**src/rtl/cbts_pkg.sv**
```systemverilog
// ----------------------------------------------------------------------------
// CAN bit timing solver package
// Widths, search range, register indexes and word types.
// ----------------------------------------------------------------------------
package cbts_pkg;

	localparam int QUANTA_HIGH = 25;
	localparam int QUANTA_LOW  = 8;

	localparam int TQ_W   = $clog2(QUANTA_HIGH + 1);
	localparam int RATE_W = 24;
	localparam int CLK_W  = 32;
	localparam int DEN_W  = RATE_W + TQ_W;
	localparam int PSC_W  = 11;
	localparam int SJW_W  = 8;
	localparam int SJC_W  = (TQ_W > SJW_W) ? TQ_W : SJW_W;
	localparam int DIV_CNT_W = $clog2(CLK_W);

	localparam int CFG_IDX_W = 2;
	localparam logic [CFG_IDX_W-1:0] CFG_CLOCK_FREQUENCY = 2'd0;
	localparam logic [CFG_IDX_W-1:0] CFG_MIN_PRESCALER   = 2'd1;
	localparam logic [CFG_IDX_W-1:0] CFG_SJW_LIMIT       = 2'd2;

	localparam logic [CLK_W-1:0] CLOCK_FREQUENCY_RST = '0;
	localparam logic [PSC_W-1:0] MIN_PRESCALER_RST   = 11'd1;
	localparam logic [SJW_W-1:0] SJW_LIMIT_RST       = 8'd16;

	typedef struct packed {
		logic [RATE_W-1:0] bitrate;
		logic [PSC_W-1:0]  prescaler_limit;
	} cbts_in_t;

	typedef struct packed {
		logic             status;
		logic [PSC_W-1:0] prescaler;
		logic [4:0]       quanta_per_bit;
		logic [4:0]       phase_seg1;
		logic [2:0]       phase_seg2;
		logic [2:0]       jump_width;
	} cbts_out_t;

	typedef struct packed {
		logic             done;
		logic [CLK_W-1:0] quotient;
		logic             rem_zero;
	} cbts_div_res_t;

endpackage

```
**src/rtl/cbts_div.sv**
```systemverilog
// ----------------------------------------------------------------------------
// CAN bit timing solver divider
// Restoring serial divider, one quotient bit per cycle.
// ----------------------------------------------------------------------------
module cbts_div (
	input  logic                        clk,
	input  logic                        arst_n,
	input  logic                        start,
	input  logic [cbts_pkg::CLK_W-1:0]  dividend,
	input  logic [cbts_pkg::DEN_W-1:0]  divisor,
	output cbts_pkg::cbts_div_res_t     res
);
	import cbts_pkg::*;

	logic                 busy_q;
	logic                 done_q;
	logic [DIV_CNT_W-1:0] cnt_q;
	logic [DEN_W-1:0]     rem_q;
	logic [CLK_W-1:0]     quo_q;
	logic [DEN_W-1:0]     div_q;

	logic [DEN_W:0] trial;
	logic [DEN_W:0] diff;
	logic           fits;

	assign trial = {rem_q, quo_q[CLK_W-1]};
	assign diff  = trial - {1'b0, div_q};
	assign fits  = (trial >= {1'b0, div_q});

	always_ff @(posedge clk or negedge arst_n) begin
		if (!arst_n) begin
			busy_q <= 1'b0;
			done_q <= 1'b0;
			cnt_q  <= '0;
			rem_q  <= '0;
			quo_q  <= '0;
			div_q  <= '0;
		end else begin
			done_q <= !start && busy_q && (cnt_q == DIV_CNT_W'(CLK_W - 1));
			if (start) begin
				busy_q <= 1'b1;
				cnt_q  <= '0;
				rem_q  <= '0;
				quo_q  <= dividend;
				div_q  <= divisor;
			end else if (busy_q) begin
				// shift in the next dividend bit, subtract when it fits
				rem_q <= fits ? diff[DEN_W-1:0] : trial[DEN_W-1:0];
				quo_q <= {quo_q[CLK_W-2:0], fits};
				cnt_q <= cnt_q + 1'b1;
				if (cnt_q == DIV_CNT_W'(CLK_W - 1))
					busy_q <= 1'b0;
			end
		end
	end

	assign res.done     = done_q;
	assign res.quotient = quo_q;
	assign res.rem_zero = (rem_q == '0);

endmodule

```
**src/rtl/can_bit_timing_solver_unit.sv**
```systemverilog
// ----------------------------------------------------------------------------
// CAN bit timing solver
// Searches quanta-per-bit counts for an exact prescaler and a 75% sample point.
// ----------------------------------------------------------------------------
// Usage:
//   Write clock_frequency, min_prescaler and sjw_limit on the cfg channel
//   (cfg_ready is always high) while no request is in flight.
//   Present a request word on in_data with in_valid; it is taken when in_stall
//   is low. One result word per request leaves on out_data with out_valid.
// Search:
//   Each candidate takes one multiply, one divider load, 32 steps of
//   the shared serial divider and a quotient test. The search runs from the top
//   count down and stops at the first fit. A zero clock or rate gives a no-fit
//   result with no search, as does a search in which all 18 counts fail.
//   in_stall stays high until the result is loaded, so no new request is
//   taken while a search or its result is pending.
// Reset:
//   Registers return to clock 0, min prescaler 1, SJW limit 16; no result
//   is pending and the input channel is open.
// Stall:
//   A result held by out_stall stays in the output register; the next request
//   may still be taken and searched, then waits until the register frees.
// ----------------------------------------------------------------------------
module can_bit_timing_solver_unit (
	input  logic                            clk,
	input  logic                            arst_n,
	input  logic                            in_valid,
	output logic                            in_stall,
	input  cbts_pkg::cbts_in_t              in_data,
	output logic                            out_valid,
	input  logic                            out_stall,
	output cbts_pkg::cbts_out_t             out_data,
	input  logic                            cfg_valid,
	output logic                            cfg_ready,
	input  logic [cbts_pkg::CFG_IDX_W-1:0]  cfg_index,
	input  logic [cbts_pkg::CLK_W-1:0]      cfg_data
);
	import cbts_pkg::*;

	typedef enum logic [2:0] {
		S_IDLE,
		S_MUL,
		S_START,
		S_WAIT,
		S_DONE
	} state_t;

	localparam bit NO_CANDIDATES = (QUANTA_LOW > QUANTA_HIGH);

	state_t            state_q;
	logic [CLK_W-1:0]  clk_freq_q;
	logic [PSC_W-1:0]  min_psc_q;
	logic [SJW_W-1:0]  sjw_lim_q;
	logic [RATE_W-1:0] rate_q;
	logic [PSC_W-1:0]  plim_q;
	logic [TQ_W-1:0]   tq_q;
	logic [DEN_W-1:0]  denom_q;
	cbts_out_t         res_q;
	cbts_out_t         out_q;
	logic              out_valid_q;

	cbts_div_res_t     div_res;
	logic              div_start;

	// field math for the current count
	logic [TQ_W-1:0]   tqm1;
	logic [TQ_W+1:0]   tqm1_x3;
	logic [TQ_W-1:0]   seg1;
	logic [TQ_W-1:0]   seg2;
	logic [SJC_W-1:0]  seg2_w;
	logic [SJC_W-1:0]  sjw_w;
	logic [SJC_W-1:0]  sj;
	logic              psc_ok;
	cbts_out_t         hit;
	cbts_out_t         miss;
	logic              out_free;

	assign tqm1    = tq_q - 1'b1;
	assign tqm1_x3 = {1'b0, tqm1, 1'b0} + {2'b00, tqm1};
	assign seg1    = tqm1_x3[TQ_W+1:2];
	assign seg2    = tqm1 - seg1;
	assign seg2_w  = SJC_W'(seg2);
	assign sjw_w   = SJC_W'(sjw_lim_q);
	assign sj      = (seg2_w < sjw_w) ? seg2_w : sjw_w;

	assign psc_ok = div_res.rem_zero
		&& (div_res.quotient >= CLK_W'(min_psc_q))
		&& (div_res.quotient <= CLK_W'(plim_q));

	always_comb begin
		hit                = '0;
		hit.status         = 1'b0;
		hit.prescaler      = div_res.quotient[PSC_W-1:0];
		hit.quanta_per_bit = 5'(tq_q);
		hit.phase_seg1     = 5'(seg1);
		hit.phase_seg2     = 3'(seg2);
		hit.jump_width     = 3'(sj);
		miss               = '0;
		miss.status        = 1'b1;
	end

	assign div_start = (state_q == S_START);
	assign out_free  = !out_valid_q || !out_stall;

	cbts_div u_div (
		.clk      (clk),
		.arst_n   (arst_n),
		.start    (div_start),
		.dividend (clk_freq_q),
		.divisor  (denom_q),
		.res      (div_res)
	);

	always_ff @(posedge clk or negedge arst_n) begin
		if (!arst_n) begin
			state_q     <= S_IDLE;
			clk_freq_q  <= CLOCK_FREQUENCY_RST;
			min_psc_q   <= MIN_PRESCALER_RST;
			sjw_lim_q   <= SJW_LIMIT_RST;
			rate_q      <= '0;
			plim_q      <= '0;
			tq_q        <= '0;
			denom_q     <= '0;
			res_q       <= '0;
			out_q       <= '0;
			out_valid_q <= 1'b0;
		end else begin
			if (cfg_valid) begin
				case (cfg_index)
					CFG_CLOCK_FREQUENCY: clk_freq_q <= cfg_data;
					CFG_MIN_PRESCALER:   min_psc_q  <= cfg_data[PSC_W-1:0];
					CFG_SJW_LIMIT:       sjw_lim_q  <= cfg_data[SJW_W-1:0];
					default: ;
				endcase
			end

			if (state_q == S_DONE && out_free)
				out_valid_q <= 1'b1;
			else if (out_valid_q && !out_stall)
				out_valid_q <= 1'b0;

			case (state_q)
				S_IDLE: begin
					if (in_valid) begin
						rate_q <= in_data.bitrate;
						plim_q <= in_data.prescaler_limit;
						tq_q   <= TQ_W'(QUANTA_HIGH);
						if (in_data.bitrate == '0 || clk_freq_q == '0 || NO_CANDIDATES) begin
							res_q   <= miss;
							state_q <= S_DONE;
						end else begin
							state_q <= S_MUL;
						end
					end
				end
				S_MUL: begin
					denom_q <= DEN_W'(rate_q) * DEN_W'(tq_q);
					state_q <= S_START;
				end
				S_START: begin
					state_q <= S_WAIT;
				end
				S_WAIT: begin
					if (div_res.done) begin
						if (psc_ok) begin
							res_q   <= hit;
							state_q <= S_DONE;
						end else if (tq_q == TQ_W'(QUANTA_LOW)) begin
							res_q   <= miss;
							state_q <= S_DONE;
						end else begin
							// step down to the next count
							tq_q    <= tq_q - 1'b1;
							state_q <= S_MUL;
						end
					end
				end
				S_DONE: begin
					// hold until the output register frees
					if (out_free) begin
						out_q   <= res_q;
						state_q <= S_IDLE;
					end
				end
				default: state_q <= S_IDLE;
			endcase
		end
	end

	assign in_stall  = (state_q != S_IDLE);
	assign out_valid = out_valid_q;
	assign out_data  = out_q;
	assign cfg_ready = 1'b1;

endmodule

```
**config.mk**
```make
export PLATFORM = sky130hd
export DESIGN_NAME = can_bit_timing_solver_unit
export DESIGN_NICKNAME = d
export VERILOG_FILES = /design/src/rtl/cbts_pkg.sv /design/src/rtl/cbts_div.sv /design/src/rtl/can_bit_timing_solver_unit.sv
export SDC_FILE = /design/constraint.sdc
export NUM_CORES = 1
export LEC_CHECK = 0
export BUFFER_PORTS_ARGS = -buffer_cell sky130_fd_sc_hd__buf_4
export CORE_MARGIN = 10
export CORE_UTILIZATION = 45
export DETAILED_ROUTE_END_ITERATION = 10
export PLACE_DENSITY_LB_ADDON = 0.1
export SYNTH_ARGS = -nofsm -noshare
export SYNTH_HDL_FRONTEND = slang
export SYNTH_SLANG_ARGS = --single-unit
export TNS_END_PERCENT = 100
```
**constraint.sdc**
```tcl
create_clock -name clk -period 6.6 [get_ports clk]
set_input_delay 0.33 -clock clk [delete_from_list [all_inputs] [get_ports clk]]
set_output_delay 0.33 -clock clk [all_outputs]
set_load 0.02 [all_outputs]
```
# After elaboration in Yosys (flattened, before gate mapping)
# Cells that the tools add are included.
[word_totals]
regBits = 277
wordCells = 111
in_bits = 74
output_inout_bits = 31
[classes]
mux = 31
magnitude_cmp = 4
reduce_logical = 28
n_addsub = 5
n_eq_ne = 15
mul = 1
[op_table]
columns = ["operator", "n"]
rows = [
  ["$mux W28", 5],
  ["$mux W29", 3],
  ["$mux W32", 2],
  ["$pmux W28 S2", 1],
  ["$ge A32 B11 Y1", 1],
  ["$le A32 B11 Y1", 1],
  ["$logic_not A32 Y1", 1],
  ["$ge A30 B29 Y1", 1],
  ["$mux W5", 6],
  ["$logic_not A29 Y1", 1],
  ["$mul A24 B5 Y29", 1],
  ["$sub A29 B29 Y29", 1],
  ["$logic_not A24 Y1", 1],
  ["$mux W3", 7],
  ["$pmux W3 S5", 1],
  ["$ne A2 B2 Y1 const B", 5],
  ["$pmux W5 S2", 1],
  ["$reduce_and A2 Y1", 5],
  ["$reduce_and A5 Y1", 2],
  ["$lt A5 B8 Y1", 1],
  ["$add A6 B5 Y7", 1],
  ["$eq A3 B2 Y1 const B", 2],
  ["$logic_and A1 B1 Y1", 6],
  ["$reduce_bool A2 Y1", 3],
  ["18 further kinds", 25],
]

# Longest topological paths before layout
# Gate-level depths: netlist of run 1.
[depth]
word_depth = 8
mapped_depth = 21
ltp_nobuf = 20

# Cells and area by module
# From an unflattened synthesis of run 1, not the netlist that was laid out.
[hier_totals]
cells_unflattened = 1923
hier_area_um2 = 17953.5
[by_module_without_submodules]
columns = ["module", "area_each_um2", "n_inst", "cells_each", "seq_area_each_um2"]
rows = [
  ["can_bit_timing_solver_unit", 11871.4, 1, 1237, 4506.8],
  ["cbts_div", 6082.1, 1, 686, 2427.3],
]

# Worst setup path before layout of run 1
# OpenSTA, ideal clock, no wires.
[synth_timing]
path_kind = "register to register"
start = "reg tq_q[3]"
end = "reg denom_q[27]"
required_time_ns = 6.465
period_less_slack_ns = 4.679
setup_ns = 0.135
slack_ns = 1.921
stages_incl_launch_ff = 18
arrival_ns = 4.544
n_path_buf = 2
cell_sequence = "dfrtp_1 clkbuf_1 buf_1 and2_1 fa_1 fa_1 inv_1 fa_1 inv_1 ha_1 a21o_1 a21oi_1 a311o_1 o21ai_1 a311o_1 a311oi_1 xor2_1 o21ai_0"
[synth_between]
elab_chain_cells = 1
[synth_rtl]
columns = ["item", "line_no", "rtl"]
rows = [
  ["start, declared", "can_bit_timing_solver_unit.sv:56", "logic [TQ_W-1:0] tq_q;"],
  ["start signal, assigned", "can_bit_timing_solver_unit.sv:147", "tq_q <= TQ_W'(QUANTA_HIGH);"],
  ["start signal, assigned", "can_bit_timing_solver_unit.sv:173", "tq_q <= tq_q - 1'b1;"],
  ["$mul A24 B5 Y29", "can_bit_timing_solver_unit.sv:157", "denom_q <= DEN_W'(rate_q) * DEN_W'(tq_q);"],
  ["end signal, assigned", "can_bit_timing_solver_unit.sv:157", ""],
  ["end, declared", "can_bit_timing_solver_unit.sv:57", "logic [DEN_W-1:0] denom_q;"],
]
# No other way between the ends.
# A chain may end at the register's enable or synchronous reset.

# Final worst setup path of run 1
[layout_timing]
start = "reg tq_q[0]"
end = "reg res_q[0] (netlist bit)"
[layout_between]
elab_chain_cells = 8
elab_cells_between_ends = 11
classes_between = "add/sub (3); order compare (1); eq/ne (2); mux (4); reduce/logical (1)"
[layout_rtl]
columns = ["item", "line_no", "rtl"]
rows = [
  ["$sub A5 B1 Y5", "can_bit_timing_solver_unit.sv:78", "assign tqm1 = tq_q - 1'b1;"],
  ["$add A6 B5 Y7", "can_bit_timing_solver_unit.sv:79", "assign tqm1_x3 = {1'b0, tqm1, 1'b0} + {2'b00, tqm1};"],
  ["$sub A5 B5 Y5", "can_bit_timing_solver_unit.sv:81", "assign seg2 = tqm1 - seg1;"],
  ["$lt A5 B8 Y1", "can_bit_timing_solver_unit.sv:84", "assign sj = (seg2_w < sjw_w) ? seg2_w : sjw_w;"],
  ["$mux W3", "can_bit_timing_solver_unit.sv:84", ""],
  ["$mux W28", "can_bit_timing_solver_unit.sv:165", "if (psc_ok) begin"],
  ["$mux W28", "can_bit_timing_solver_unit.sv:164", "if (div_res.done) begin"],
  ["$pmux W28 S2", "can_bit_timing_solver_unit.sv:142", "case (state_q)"],
  ["end signal, assigned", "can_bit_timing_solver_unit.sv:149", "res_q <= miss;"],
  ["end signal, assigned", "can_bit_timing_solver_unit.sv:166", "res_q <= hit;"],
  ["end signal, assigned", "can_bit_timing_solver_unit.sv:169", "res_q <= miss;"],
  ["end, declared", "can_bit_timing_solver_unit.sv:58", "cbts_out_t res_q;"],
]
# Several ways; a longest one is shown, not always the timed one. The select of a mux whose other input is x is not followed.

==> results of run 1 <==
==> cell type report <==
type                    count  area, um2  area share
clock inverters            13        233      0.0114
clock buffers              43        891      0.0436
repair buffers            176       1500      0.0733
multi-input cells        1355       9610       0.470
flip-flops and latches    277       6940       0.339
inverters                 165        619      0.0303
well taps                 518        648      0.0317
==> worst min-delay path by stage <==
stage	from	end	slack, ns
after floorplan	arst_n	clk_freq_q[0]	0.03
after global placement	arst_n	u_div.rem_q[25]	0.43
after detailed placement	arst_n	u_div.rem_q[24]	0.43
after CTS	cfg_data[0]	sjw_lim_q[0]	0.008
after global routing	cfg_data[0]	sjw_lim_q[0]	0.02
final	in_data[1]	plim_q[1]	0.03
==> cell families after synthesis <==
| kind of cell | after synthesis | synth area share |
|---|---|---|
| XOR/XNOR | 55 | 0.0276 |
| multiplexers | 102 | 0.0630 |
| other | 1 | 0.000215 |
| buffers and inverters | 248 | 0.0538 |
| AND/OR/NAND/NOR | 624 | 0.166 |
| AO/OA/AOI/OAI | 399 | 0.138 |
| adder cells (fa/ha/maj) | 174 | 0.154 |
| flip-flops | 277 | 0.397 |
==> power by group through the flow <==
stage                     Combinational, W  Clock [W]  Sequential, W
after floorplan                    0.00412          0        0.00251
after global placement             0.00503          0        0.00274
after detailed placement           0.00514          0        0.00275
after CTS                          0.00521    0.00193        0.00273
after global routing               0.00595    0.00199        0.00280
final                              0.00518    0.00187        0.00273
==> registers in the layout, summed over array words and instances, names as in the netlist, 3 cells and up <==
register,cells
clk_freq_q,32
u_div.quo_q,32
denom_q,29
u_div.div_q,29
u_div.rem_q,29
out_data,28
res_q,28
rate_q,24
min_psc_q,11
plim_q,11
sjw_lim_q,8
tq_q,5
u_div.cnt_q,5
state_q,3
==> metal layers <==
layer,routed length [um],part of all wire,GRT usage,vias to the layer above
li1,-,-,-,6625
met1,21400,0.50,0.261,6479
met2,18900,0.44,0.281,206
met3,1280,0.030,0.0212,45
met4,846,0.020,0.0378,0
met5,0,0,0,-
==> cell usage after synthesis (all sizes together), types with 3 or more instances <==
master  number
nand2      340
dfrtp      275
o21ai      195
inv        165
ha         105
and2        91
clkbuf      74
fa          69
mux2        63
a21oi       62
nor2        50
mux2i       39
a21o        37
xnor2       34
nand3       33
nor4        27
xor2        21
nor3        18
a31oi       16
nand4       14
a311oi      13
a211oi      12
o21a        12
buf          9
nor2b        9
o211ai       9
nand2b       8
nand3b       7
o21bai       7
o31ai        7
or3          7
and3         6
nor3b        4
o22ai        4
a311o        3
a32oi        3
o22a         3
o31a         3
or4          3
==> through the flow <==
step                area (um2)  cells  worst slack (ns)   util  hold WS [ns]
floorplan                17500   1880              1.92      -        0.0344
global placement         18700   2428              1.39  0.486         0.433
detailed placement       18700   2428              1.32  0.486         0.431
CTS                      20400   2547              1.28  0.531       0.00791
global route             20400   2547             0.904  0.531        0.0154
finish                   20400   2547              1.29  0.531        0.0301
==> critical path, cell delays in order (launching register included) <==
cell and delay (ns):
sky130_fd_sc_hd__dfrtp_1 0.91, sky130_fd_sc_hd__inv_1 0.28, sky130_fd_sc_hd__ha_1 0.33, sky130_fd_sc_hd__xor2_1 0.36, sky130_fd_sc_hd__inv_1 0.12, sky130_fd_sc_hd__fa_1 0.46, sky130_fd_sc_hd__xor2_1 0.20, sky130_fd_sc_hd__inv_1 0.12
sky130_fd_sc_hd__fa_1 0.43, sky130_fd_sc_hd__inv_1 0.07, sky130_fd_sc_hd__a21o_1 0.10, sky130_fd_sc_hd__a21oi_1 0.07, sky130_fd_sc_hd__xnor2_1 0.14, sky130_fd_sc_hd__xnor2_1 0.16, sky130_fd_sc_hd__ha_1 0.29, sky130_fd_sc_hd__a21oi_1 0.08
sky130_fd_sc_hd__or4_1 0.53, sky130_fd_sc_hd__mux2_2 0.32, sky130_fd_sc_hd__nand3_1 0.09, sky130_fd_sc_hd__o21ai_0 0.09
==> timing repair <==
item / CTS / global route
buffers inserted: 0 / 0
hold buffers: 63 / 0
endpoints found under the hold margin: 172 / 0
==> results.txt, run 1 <==
----------------------------------------------------
[Power]
  Worst-case vdd ir drop ... 0.220 mV
  Power spent charging and discharging nets ... 0.00411 W
  Total power density per cell area ... 479 nW/um2
  Logic gate share of total power ... 0.530
  Internal Power ... 0.00567 W
  Pleak ... 9.96 nW
  Total power of the final layout ... 0.00978 W
  Sequential fraction of design power ... 0.279
  Part of the power in the clock network ... 0.191
  Net switching share of the total power ... 0.420

[Timing]
  Ratio of final minimum period to clock period ... 0.805
  Tmin final ... 5.31 ns
  Max Transition Viols Final ... 0
  Achievable clock frequency ... 188 MHz
  Final Hold Viols ... 0
  Worst Clk Skew ... 0.0182 ns
  Worst-case headroom to the max-slew limit ... 0.293
  Unrepaired setup endpoints after global routing ... false
  Transition at the pin with the smallest max-transition slack ... 1.06 ns
  Total Negative Setup Slacks ... 0 ns
  Final-report setup violation count ... 0

[Worst setup path]
  Critical path arrival ... 5.74 ns
  Setup crit start ... tq_q[0]
  Critical path type ... register to register
  End of the critical path ... res_q[0]
  Critical Path RT ... 7.03 ns
  Worst Reg2Reg Path Length in Cells ... 19
  Flop-to-flop setup slack ... 1.29 ns
  Category of the worst setup path launch point ... register
  Worst r2r dst ... res_q[0]
  Maximum fanout along the worst path ... 29
  Worst setup EP type ... register
  Reg2Reg Launch Point ... tq_q[0]

[Global routing]
  Total congestion overflow ... 0
  Pin count of the biggest net entering global routing ... 176
  Number of global-route vias before repair ... 13600
  Global-route total usage across every layer ... 0.179
  First-pass GRT wire length ... 70800 um
  Number of antenna violations at the first check in global routing ... 0

[Floorplanning]
  Die width ... 217 um
  Die Span Y ... 217 um
  Core Box Area ... 38500 um2
  Row Count ... 72
  Initial core utilization ... 0.454
  Top-level port count ... 105
  Area of the die ... 47100 um2

[Synth]
  Share of flip-flops with an asynchronous set or reset after synthesis ... 1.00
  Number of nets produced by synthesis ... 2128
  Top FF cell, synth ... sky130_fd_sc_hd__dfrtp_1
  Post-synth top area cell ... sky130_fd_sc_hd__dfrtp_1
  Post-synthesis cell type count ... 64
  Sequential share of the synthesized area ... 0.397
  Yosys warnings ... 0
  Area of the mapped netlist ... 17500 um2
  Number of enable-type register cells in the synthesized netlist ... 0
  Syn_area_per_cell ... 9.29 um2
  Gate count of the mapped netlist ... 1880
  Flip-flop and latch count after synthesis ... 277
  Synth top area share ... 0.394
  Synth area leaders ... sky130_fd_sc_hd__dfrtp_1 (39%), sky130_fd_sc_hd__fa_1 (7.9%), sky130_fd_sc_hd__ha_1 (7.5%), sky130_fd_sc_hd__nand2_1 (7.3%), sky130_fd_sc_hd__o21ai_0 (5.5%)

[Routing]
  Detailed Route WL ... 42400 um
  1st-iter DRT viols ... 855
  Vias post-DR ... 13400
  Count of nets left with antenna violations after detail routing ... 0
  DRC violations left ... 0
  Avg WL per Cell ... 16.6 um
  First-pass iteration count of the detailed router ... 5
  Via density ... 5.24

[Finish]
  Fraction of layout cells with a size suffix above 1 ... 0.119
  Most frequent cells in the layout ... sky130_fd_sc_hd__nand2_1 (340), sky130_fd_sc_hd__dfrtp_1 (274), sky130_fd_sc_hd__o21ai_0 (192)
  Filler Cell Count ... 3549
  Count of antenna diodes in the layout ... 0
  Leading cell type in the layout, fill and taps excluded ... sky130_fd_sc_hd__nand2_1
  Area added between synthesis and finish ... 17.1%
  Final net count ... 2254

[CTS]
  Insertion delay to the later sink of the worst-skew pair ... 0.57 ns
  CTS sink cnt ... 277
  Post-CTS Resized ... 0
  TritonCTS clock tree ... yes
  H-Tree Level Count ... 1
  Root buf cell ... sky130_fd_sc_hd__clkbuf_16
  Number of buffers on the longest clock path ... 3
  Number of clock buffers inserted by TritonCTS ... 31
  Clock transition at the registers of the reported paths ... 0.06 ns

[Hold path]
  Worst hold path cell count ... 3
  Worst hold-check path type ... input pin to register

[Placed design]
  Weighted congestion reported at the end of routability-driven placement ... 0.852
  Post-DP HPWL ... 30500 um
  Port buffer count ... 103

[Status]
  Result of the run ... complete, no violations

[Run]
  MaxCap Viol Count ... 0

----------------------------------------------------
Note: power is estimated with default switching activity, not from simulation.
==> run 2, diff against run 1 <==
Clock period 6.6 ns to 5.6 ns, I/O delays scaled along.
==> results.txt, run 2 (synthesis results as in run 1) <==
----------------------------------------------------
[Timing]
  Transition at the pin with the smallest max-transition slack ... 1.01 ns (-0.0515 ns)
  Ratio of final minimum period to clock period ... 0.884 (+0.0792)
  Max Transition Viols Final ... 0 (unchanged)
  Worst Clk Skew ... 0.0201 ns (+0.00198 ns)
  Final Hold Viols ... 0 (unchanged)
  Total Negative Setup Slacks ... 0 ns (unchanged)
  Final-report setup violation count ... 0 (unchanged)
  Tmin final ... 4.95 ns (-0.361 ns)
  Worst-case headroom to the max-slew limit ... 0.328 (+0.0343)
  Unrepaired setup endpoints after global routing ... false
  Achievable clock frequency ... 202 MHz (+7.3%)

[Worst setup path]
  Critical Path RT ... 5.99 ns (-1.04 ns)
  Critical path arrival ... 5.34 ns (-0.40 ns)
  Worst setup EP type ... register
  Critical path type ... register to register
  Category of the worst setup path launch point ... register
  Maximum fanout along the worst path ... 17 (-41%)

[Global routing]
  Pin count of the biggest net entering global routing ... 127 (-28%)
  Number of global-route vias before repair ... 13700 (+0.88%)
  Total congestion overflow ... 0 (unchanged)
  First-pass GRT wire length ... 71200 um (+0.51%)
  Global-route total usage across every layer ... 0.182 (+0.00260)
  Number of antenna violations at the first check in global routing ... 0 (unchanged)

[Finish]
  Final net count ... 2265 (+0.49%)
  Sequential cell area ... 6940 um2 (unchanged)
  Fraction of layout cells with a size suffix above 1 ... 0.123 (+0.00383)
  Area of the multi-input gates ... 9610 um2 (unchanged)
  Largest regs ... clk_freq_q (32), u_div.quo_q (32)
  Count of antenna diodes in the layout ... 0 (unchanged)
  Leading cell type in the layout, fill and taps excluded ... sky130_fd_sc_hd__nand2_1
  Filler Cell Count ... 3533 (-0.45%)
  Most frequent cells in the layout ... sky130_fd_sc_hd__nand2_1 (340), sky130_fd_sc_hd__dfrtp_1 (274), sky130_fd_sc_hd__o21ai_0 (192)
  Area added between synthesis and finish ... 17.3%
  Post-route cell area ... 20500 um2 (+0.20%)

[Placed design]
  Port buffer count ... 103 (unchanged)
  Weighted congestion reported at the end of routability-driven placement ... 0.871 (+2.3%)
  Instance area after placement ... 18700 um2 (+0.28%)
  Post-DP HPWL ... 30500 um (about the same)

[Routing]
  Avg WL per Cell ... 16.4 um (-1.4%)
  Count of nets left with antenna violations after detail routing ... 0 (unchanged)
  Via density ... 5.21 (-0.72%)
  Vias post-DR ... 13300 (-0.33%)
  First-pass iteration count of the detailed router ... 4 (-1)
  1st-iter DRT viols ... 695 (-19%)
  DRC violations left ... 0 (unchanged)
  Detailed Route WL ... 42000 um (-1.0%)

[Power]
  Worst-case vdd ir drop ... 0.286 mV (+30%)
  Total power density per cell area ... 560 nW/um2 (+17%)
  Pleak ... 9.98 nW (+0.26%)

[Floorplanning]
  Die width ... 217 um (unchanged)
  Core Box Area ... 38500 um2 (unchanged)
  Area of the die ... 47100 um2 (unchanged)
  Die Span Y ... 217 um (unchanged)
  Top-level port count ... 105 (unchanged)
  Initial core utilization ... 0.454 (unchanged)
  Row Count ... 72 (unchanged)

[CTS]
  Number of clock buffers inserted by TritonCTS ... 34 (+9.7%)
  Clock transition at the registers of the reported paths ... 0.06 ns (about the same)
  CTS sink cnt ... 277 (unchanged)
  Post-CTS Resized ... 0 (unchanged)
  Post CTS Setup Buffer Count ... 0 (unchanged)
  Hold buffers post-CTS ... 64 (+1.6%)
  TritonCTS clock tree ... yes
  Root buf cell ... sky130_fd_sc_hd__clkbuf_16
  H-Tree Level Count ... 2 (+1)
  Number of buffers on the longest clock path ... 3 (unchanged)
  Insertion delay to the later sink of the worst-skew pair ... 0.54 ns (-0.03 ns)

[Hold path]
  Worst hold-check path type ... input pin to register

[Status]
  Result of the run ... complete, no violations

[Run]
  MaxCap Viol Count ... 0 (unchanged)

----------------------------------------------------
[run 2: cell count changes in the layout (fill, tap and decap cells not counted)]
cell and change:
sky130_fd_sc_hd__buf_4 +7, sky130_fd_sc_hd__clkinv_8 +1, sky130_fd_sc_hd__bufinv_16 -4, sky130_fd_sc_hd__clkbuf_16 +3, sky130_fd_sc_hd__clkinvlp_4 +1, sky130_fd_sc_hd__clkinv_2 +1
sky130_fd_sc_hd__dlygate4sd3_1 +1, sky130_fd_sc_hd__inv_6 +1, sky130_fd_sc_hd__clkbuf_8 -1
[run 2: worst paths after layout]
check | start | endpoint | slack [ns] | depth (start not counted)
max | tq_q[2] | denom_q[28] | 0.65 | 17
min | cfg_data[6] | min_psc_q[6] | 0.03 | 2
max reg2reg | tq_q[2] | denom_q[28] | 0.65 | 17
min reg2reg | denom_q[23] | u_div.div_q[23] | 0.47 | 2
max in group asynchronous | arst_n | u_div.busy_q | 3.90 | 3
min in group asynchronous | arst_n | u_div.rem_q[25] | 0.37 | 2
[run 2: cell type report]
| type | instances | area share |
|---|---|---|
| Sequential cell | 277 | 0.339 |
| Tap cell | 518 | 0.0317 |
| Inverter | 165 | 0.0302 |
| Timing Repair Buffer | 184 | 0.0763 |
| Clock buffer | 45 | 0.0465 |
| Clock inverter | 13 | 0.00733 |
| Multi-Input combinational cell | 1355 | 0.469 |
[run 2: worst max-delay path, cell delays in order, from the launching register on]
cell	delay (ns)
sky130_fd_sc_hd__dfrtp_1	0.67
sky130_fd_sc_hd__buf_4	0.27
sky130_fd_sc_hd__and2_1	0.15
sky130_fd_sc_hd__fa_1	0.43
sky130_fd_sc_hd__fa_1	0.54
sky130_fd_sc_hd__inv_1	0.06
sky130_fd_sc_hd__fa_1	0.53
sky130_fd_sc_hd__inv_1	0.04
sky130_fd_sc_hd__ha_1	0.35
sky130_fd_sc_hd__a21o_1	0.21
sky130_fd_sc_hd__a21o_1	0.18
sky130_fd_sc_hd__a21oi_1	0.24
sky130_fd_sc_hd__nand2_1	0.09
sky130_fd_sc_hd__a211oi_1	0.34
sky130_fd_sc_hd__nor3b_1	0.14
sky130_fd_sc_hd__o31ai_1	0.29
sky130_fd_sc_hd__xor2_1	0.17
sky130_fd_sc_hd__o21ai_0	0.08
[run 2: metal layers]
layer / track usage / wire length, um
met3: 0.0300 / 1660
met2: 0.273 / 18300
met5: 0 / 0
met4: 0.0569 / 990
met1: 0.263 / 21000
[run 2: stage by stage]
step           setup WS [ns]  hold slack [ns]  total power, W  cells  utilization
2_1_floorplan          0.921          -0.0156         0.00782   1880            -
3_3_place_gp           0.759            0.364         0.00916   2435        0.487
3_5_place_dp           0.622            0.363         0.00927   2435        0.487
4_1_cts                0.606          0.00450          0.0116   2557        0.532
5_1_grt                0.223           0.0173          0.0126   2557        0.532
6_report               0.650           0.0320          0.0115   2557        0.532
[run 2: power breakdown]
part           switching, W  leakage [nW]  internal (W)
Combinational       0.00341          6.00       0.00270
Sequential         0.000566          3.45       0.00262
Clock              0.000876         0.537       0.00130
Total               0.00485          9.98       0.00661
==> run 3, diff against run 2 <==
Settings changed: CORE_ASPECT_RATIO set to 1.4.
==> results.txt, run 3 (synthesis results as in run 1) <==
----------------------------------------------------
[Routing]
  Routed length on met3 ... 1490 um (-10%)
  Total length of routed met2 wires ... 20300 um (+11%)
  DRC violations left ... 0 (unchanged)
  Highest metal layer with signal wires ... met4
  M1 WL ... 18900 um (-9.8%)
  First-pass iteration count of the detailed router ... 5 (+1)
  Detailed Route WL ... 42100 um (+0.39%)
  Via density ... 5.23 (+0.47%)
  Avg WL per Cell ... 16.5 um (+0.23%)
  1st-iter DRT viols ... 770 (+11%)
  Vias post-DR ... 13400 (+0.63%)
  Count of nets left with antenna violations after detail routing ... 0 (unchanged)

[Finish]
  Most frequent cells in the layout ... sky130_fd_sc_hd__nand2_1 (340), sky130_fd_sc_hd__dfrtp_1 (274), sky130_fd_sc_hd__o21ai_0 (192)
  Fraction of layout cells with a size suffix above 1 ... 0.122 (-0.000490)
  Leading cell type in the layout, fill and taps excluded ... sky130_fd_sc_hd__nand2_1
  Fraction of the core area covered by cells at the end of the flow ... 0.532 (about the same)
  Area added between synthesis and finish ... 17.0%
  Post-route cell area ... 20400 um2 (-0.26%)
  Count of antenna diodes in the layout ... 0 (unchanged)
  Finished Layout Cells ... 2561 (+0.16%)
  Final net count ... 2264 (-0.044%)
  Largest regs ... clk_freq_q (32), u_div.quo_q (32)

[Global routing]
  Total congestion overflow ... 0 (unchanged)
  Number of antenna violations at the first check in global routing ... 0 (unchanged)
  Pin count of the biggest net entering global routing ... 146 (+15%)
  First-pass GRT wire length ... 70800 um (-0.61%)
  Number of global-route vias before repair ... 14000 (+1.8%)
  Global-route total usage across every layer ... 0.179 (-0.00309)

[Worst setup path]
  Worst Reg2Reg Path Length in Cells ... 17 (unchanged)
  Cell family with most CP delay ... adder cells
  Cell-by-cell trace of the critical path ... buf_4, and2_1, fa_1, fa_1, inv_1, fa_1, inv_1, ha_1, a21o_1, a21o_1, a21oi_1, nand2_1, a211oi_1, nor3b_1, o31ai_1, xor2_1, o21ai_0
  Maximum fanout along the worst path ... 18 (+1)
  Most frequent cell on the critical path ... sky130_fd_sc_hd__fa_1
  Reg2Reg Launch Point ... tq_q[3]
  Worst r2r dst ... denom_q[28]
  Critical Path RT ... 6.04 ns (+0.05 ns)
  Worst setup EP type ... register
  Number of buffers and inverters on the critical path ... 3 (unchanged)
  Critical path type ... register to register
  Category of the worst setup path launch point ... register
  Critical path's slowest cell ... sky130_fd_sc_hd__dfrtp_1
  Crit path largest cell delay ... 0.69 ns (+0.02 ns)
  Critical path arrival ... 5.43 ns (+0.09 ns)
  Flop-to-flop setup slack ... 0.61 ns (-0.04 ns)

[CTS]
  Post CTS Setup Buffer Count ... 0 (unchanged)
  Root buf cell ... sky130_fd_sc_hd__clkbuf_16
  TritonCTS clock tree ... yes
  Number of clock buffers inserted by TritonCTS ... 30 (-12%)
  Clock transition at the registers of the reported paths ... 0.07 ns (about the same)
  Number of buffers on the longest clock path ... 3 (unchanged)
  CTS sink cnt ... 277 (unchanged)
  Insertion delay to the later sink of the worst-skew pair ... 0.60 ns (+0.06 ns)
  H-Tree Level Count ... 1 (-1)

[Placed design]
  Post-DP HPWL ... 30700 um (+0.77%)
  Instance area after placement ... 18700 um2 (about the same)
  Port buffer count ... 103 (unchanged)
  Placed cells ... 2437 (+0.082%)
  Weighted congestion reported at the end of routability-driven placement ... 0.829 (-4.8%)

[Floorplanning]
  Core Box Area ... 38400 um2 (-0.19%)
  Die width ... 186 um (-14%)
  Area of the die ... 47200 um2 (+0.24%)
  Die Span Y ... 253 um (+17%)
  Top-level port count ... 105 (unchanged)
  Initial core utilization ... 0.455 (+0.000873)
  Row Count ... 85 (+18%)

[Timing]
  Worst-case headroom to the max-slew limit ... 0.190 (-0.138)
  Unrepaired setup endpoints after global routing ... false
  Transition at the pin with the smallest max-transition slack ... 1.21 ns (+0.206 ns)
  Final-report setup violation count ... 0 (unchanged)
  Worst Clk Skew ... 0.0323 ns (+0.0121 ns)
  Achievable clock frequency ... 201 MHz (-0.75%)
  Ratio of final minimum period to clock period ... 0.891 (+0.00664)
  Total Negative Setup Slacks ... 0 ns (unchanged)
  Final Hold Viols ... 0 (unchanged)
  Max Transition Viols Final ... 0 (unchanged)
  Tmin final ... 4.99 ns (+0.0372 ns)

[Power]
  Worst-case vdd ir drop ... 0.300 mV (+4.8%)
  Pleak ... 9.94 nW (-0.40%)
  Total power density per cell area ... 551 nW/um2 (-1.5%)

[Hold path]
  HP Start ... in_valid
  Worst hold-check path type ... input pin to register
  WHS Endpoint ... state_q[0]
  Worst hold path cell count ... 5 (+3)

[Status]
  Result of the run ... complete, no violations

[Run]
  MaxCap Viol Count ... 0 (unchanged)

----------------------------------------------------
==> run 3: changes by cell type in the layout (fill, tap and decap cells not counted), sizes merged <==
cell / delta
inv: -2
bufinv: -1
clkbuf: -6
buf: -2
clkinvlp: +3
clkinv: +3
dlygate4sd3: +5
==> run 3: cell type report <==
cell class / count / area, um2
fill: 3546 / 18000
multi-input combinational: 1355 / 9610
sequential: 277 / 6940
timing repair buffer: 187 / 1600
clock buffer: 39 / 855
tap: 522 / 653
inverter: 165 / 619
clock inverter: 16 / 150
==> run 3: through the flow <==
step / power [W] / setup WS, ns / hold WS [ns]
floorplan: 0.00782 / 0.921 / -0.0156
global route: 0.0124 / 0.231 / 0.280
global placement: 0.00918 / 0.722 / 0.289
detailed placement: 0.00928 / 0.623 / 0.286
CTS: 0.0114 / 0.585 / 0.171
finish: 0.0113 / 0.613 / 0.202
==> run 3: worst max path at each step <==
stage / from / depth (start not counted) / slack [ns] / endpoint
6_report: tq_q[3] / 17 / 0.61 / denom_q[28]
5_1_grt: tq_q[3] / 16 / 0.23 / denom_q[28]
4_1_cts: tq_q[2] / 17 / 0.58 / denom_q[28]
3_5_place_dp: tq_q[3] / 17 / 0.62 / denom_q[28]
3_3_place_gp: tq_q[3] / 17 / 0.72 / denom_q[28]
2_1_floorplan: tq_q[3] / 17 / 0.92 / denom_q[27]
==> run 3: worst register-to-register path: stages (launching register included) <==
cell and delay, ns:
sky130_fd_sc_hd__dfrtp_1 0.69, sky130_fd_sc_hd__buf_4 0.28, sky130_fd_sc_hd__and2_1 0.17, sky130_fd_sc_hd__fa_1 0.45, sky130_fd_sc_hd__fa_1 0.55, sky130_fd_sc_hd__inv_1 0.05, sky130_fd_sc_hd__fa_1 0.52, sky130_fd_sc_hd__inv_1 0.04
sky130_fd_sc_hd__ha_1 0.36, sky130_fd_sc_hd__a21o_1 0.20, sky130_fd_sc_hd__a21o_1 0.17, sky130_fd_sc_hd__a21oi_1 0.23, sky130_fd_sc_hd__nand2_1 0.08, sky130_fd_sc_hd__a211oi_1 0.36, sky130_fd_sc_hd__nor3b_1 0.15, sky130_fd_sc_hd__o31ai_1 0.30
sky130_fd_sc_hd__xor2_1 0.16, sky130_fd_sc_hd__o21ai_0 0.08
==> run 3: routing by layer <==
metal  global-route usage  vias up
li1                     -     6651
met1                0.228     6470
met2                0.302      201
met3               0.0246       73
met4               0.0702        0
met5                    0        -
==> run 3: what timing repair did <==
item                                   in CTS  in global routing
endpoints found under the hold margin     157                  0
gates resized for setup                     0                  0
hold buffers                               69                  0
==> run 3: power breakdown <==
part / switching (W) / leakage, nW / internal [W]
registers: 0.000581 / 3.45 / 0.00262
logic: 0.00338 / 6.01 / 0.00269
clock network: 0.000865 / 0.485 / 0.00113
total: 0.00483 / 9.94 / 0.00643
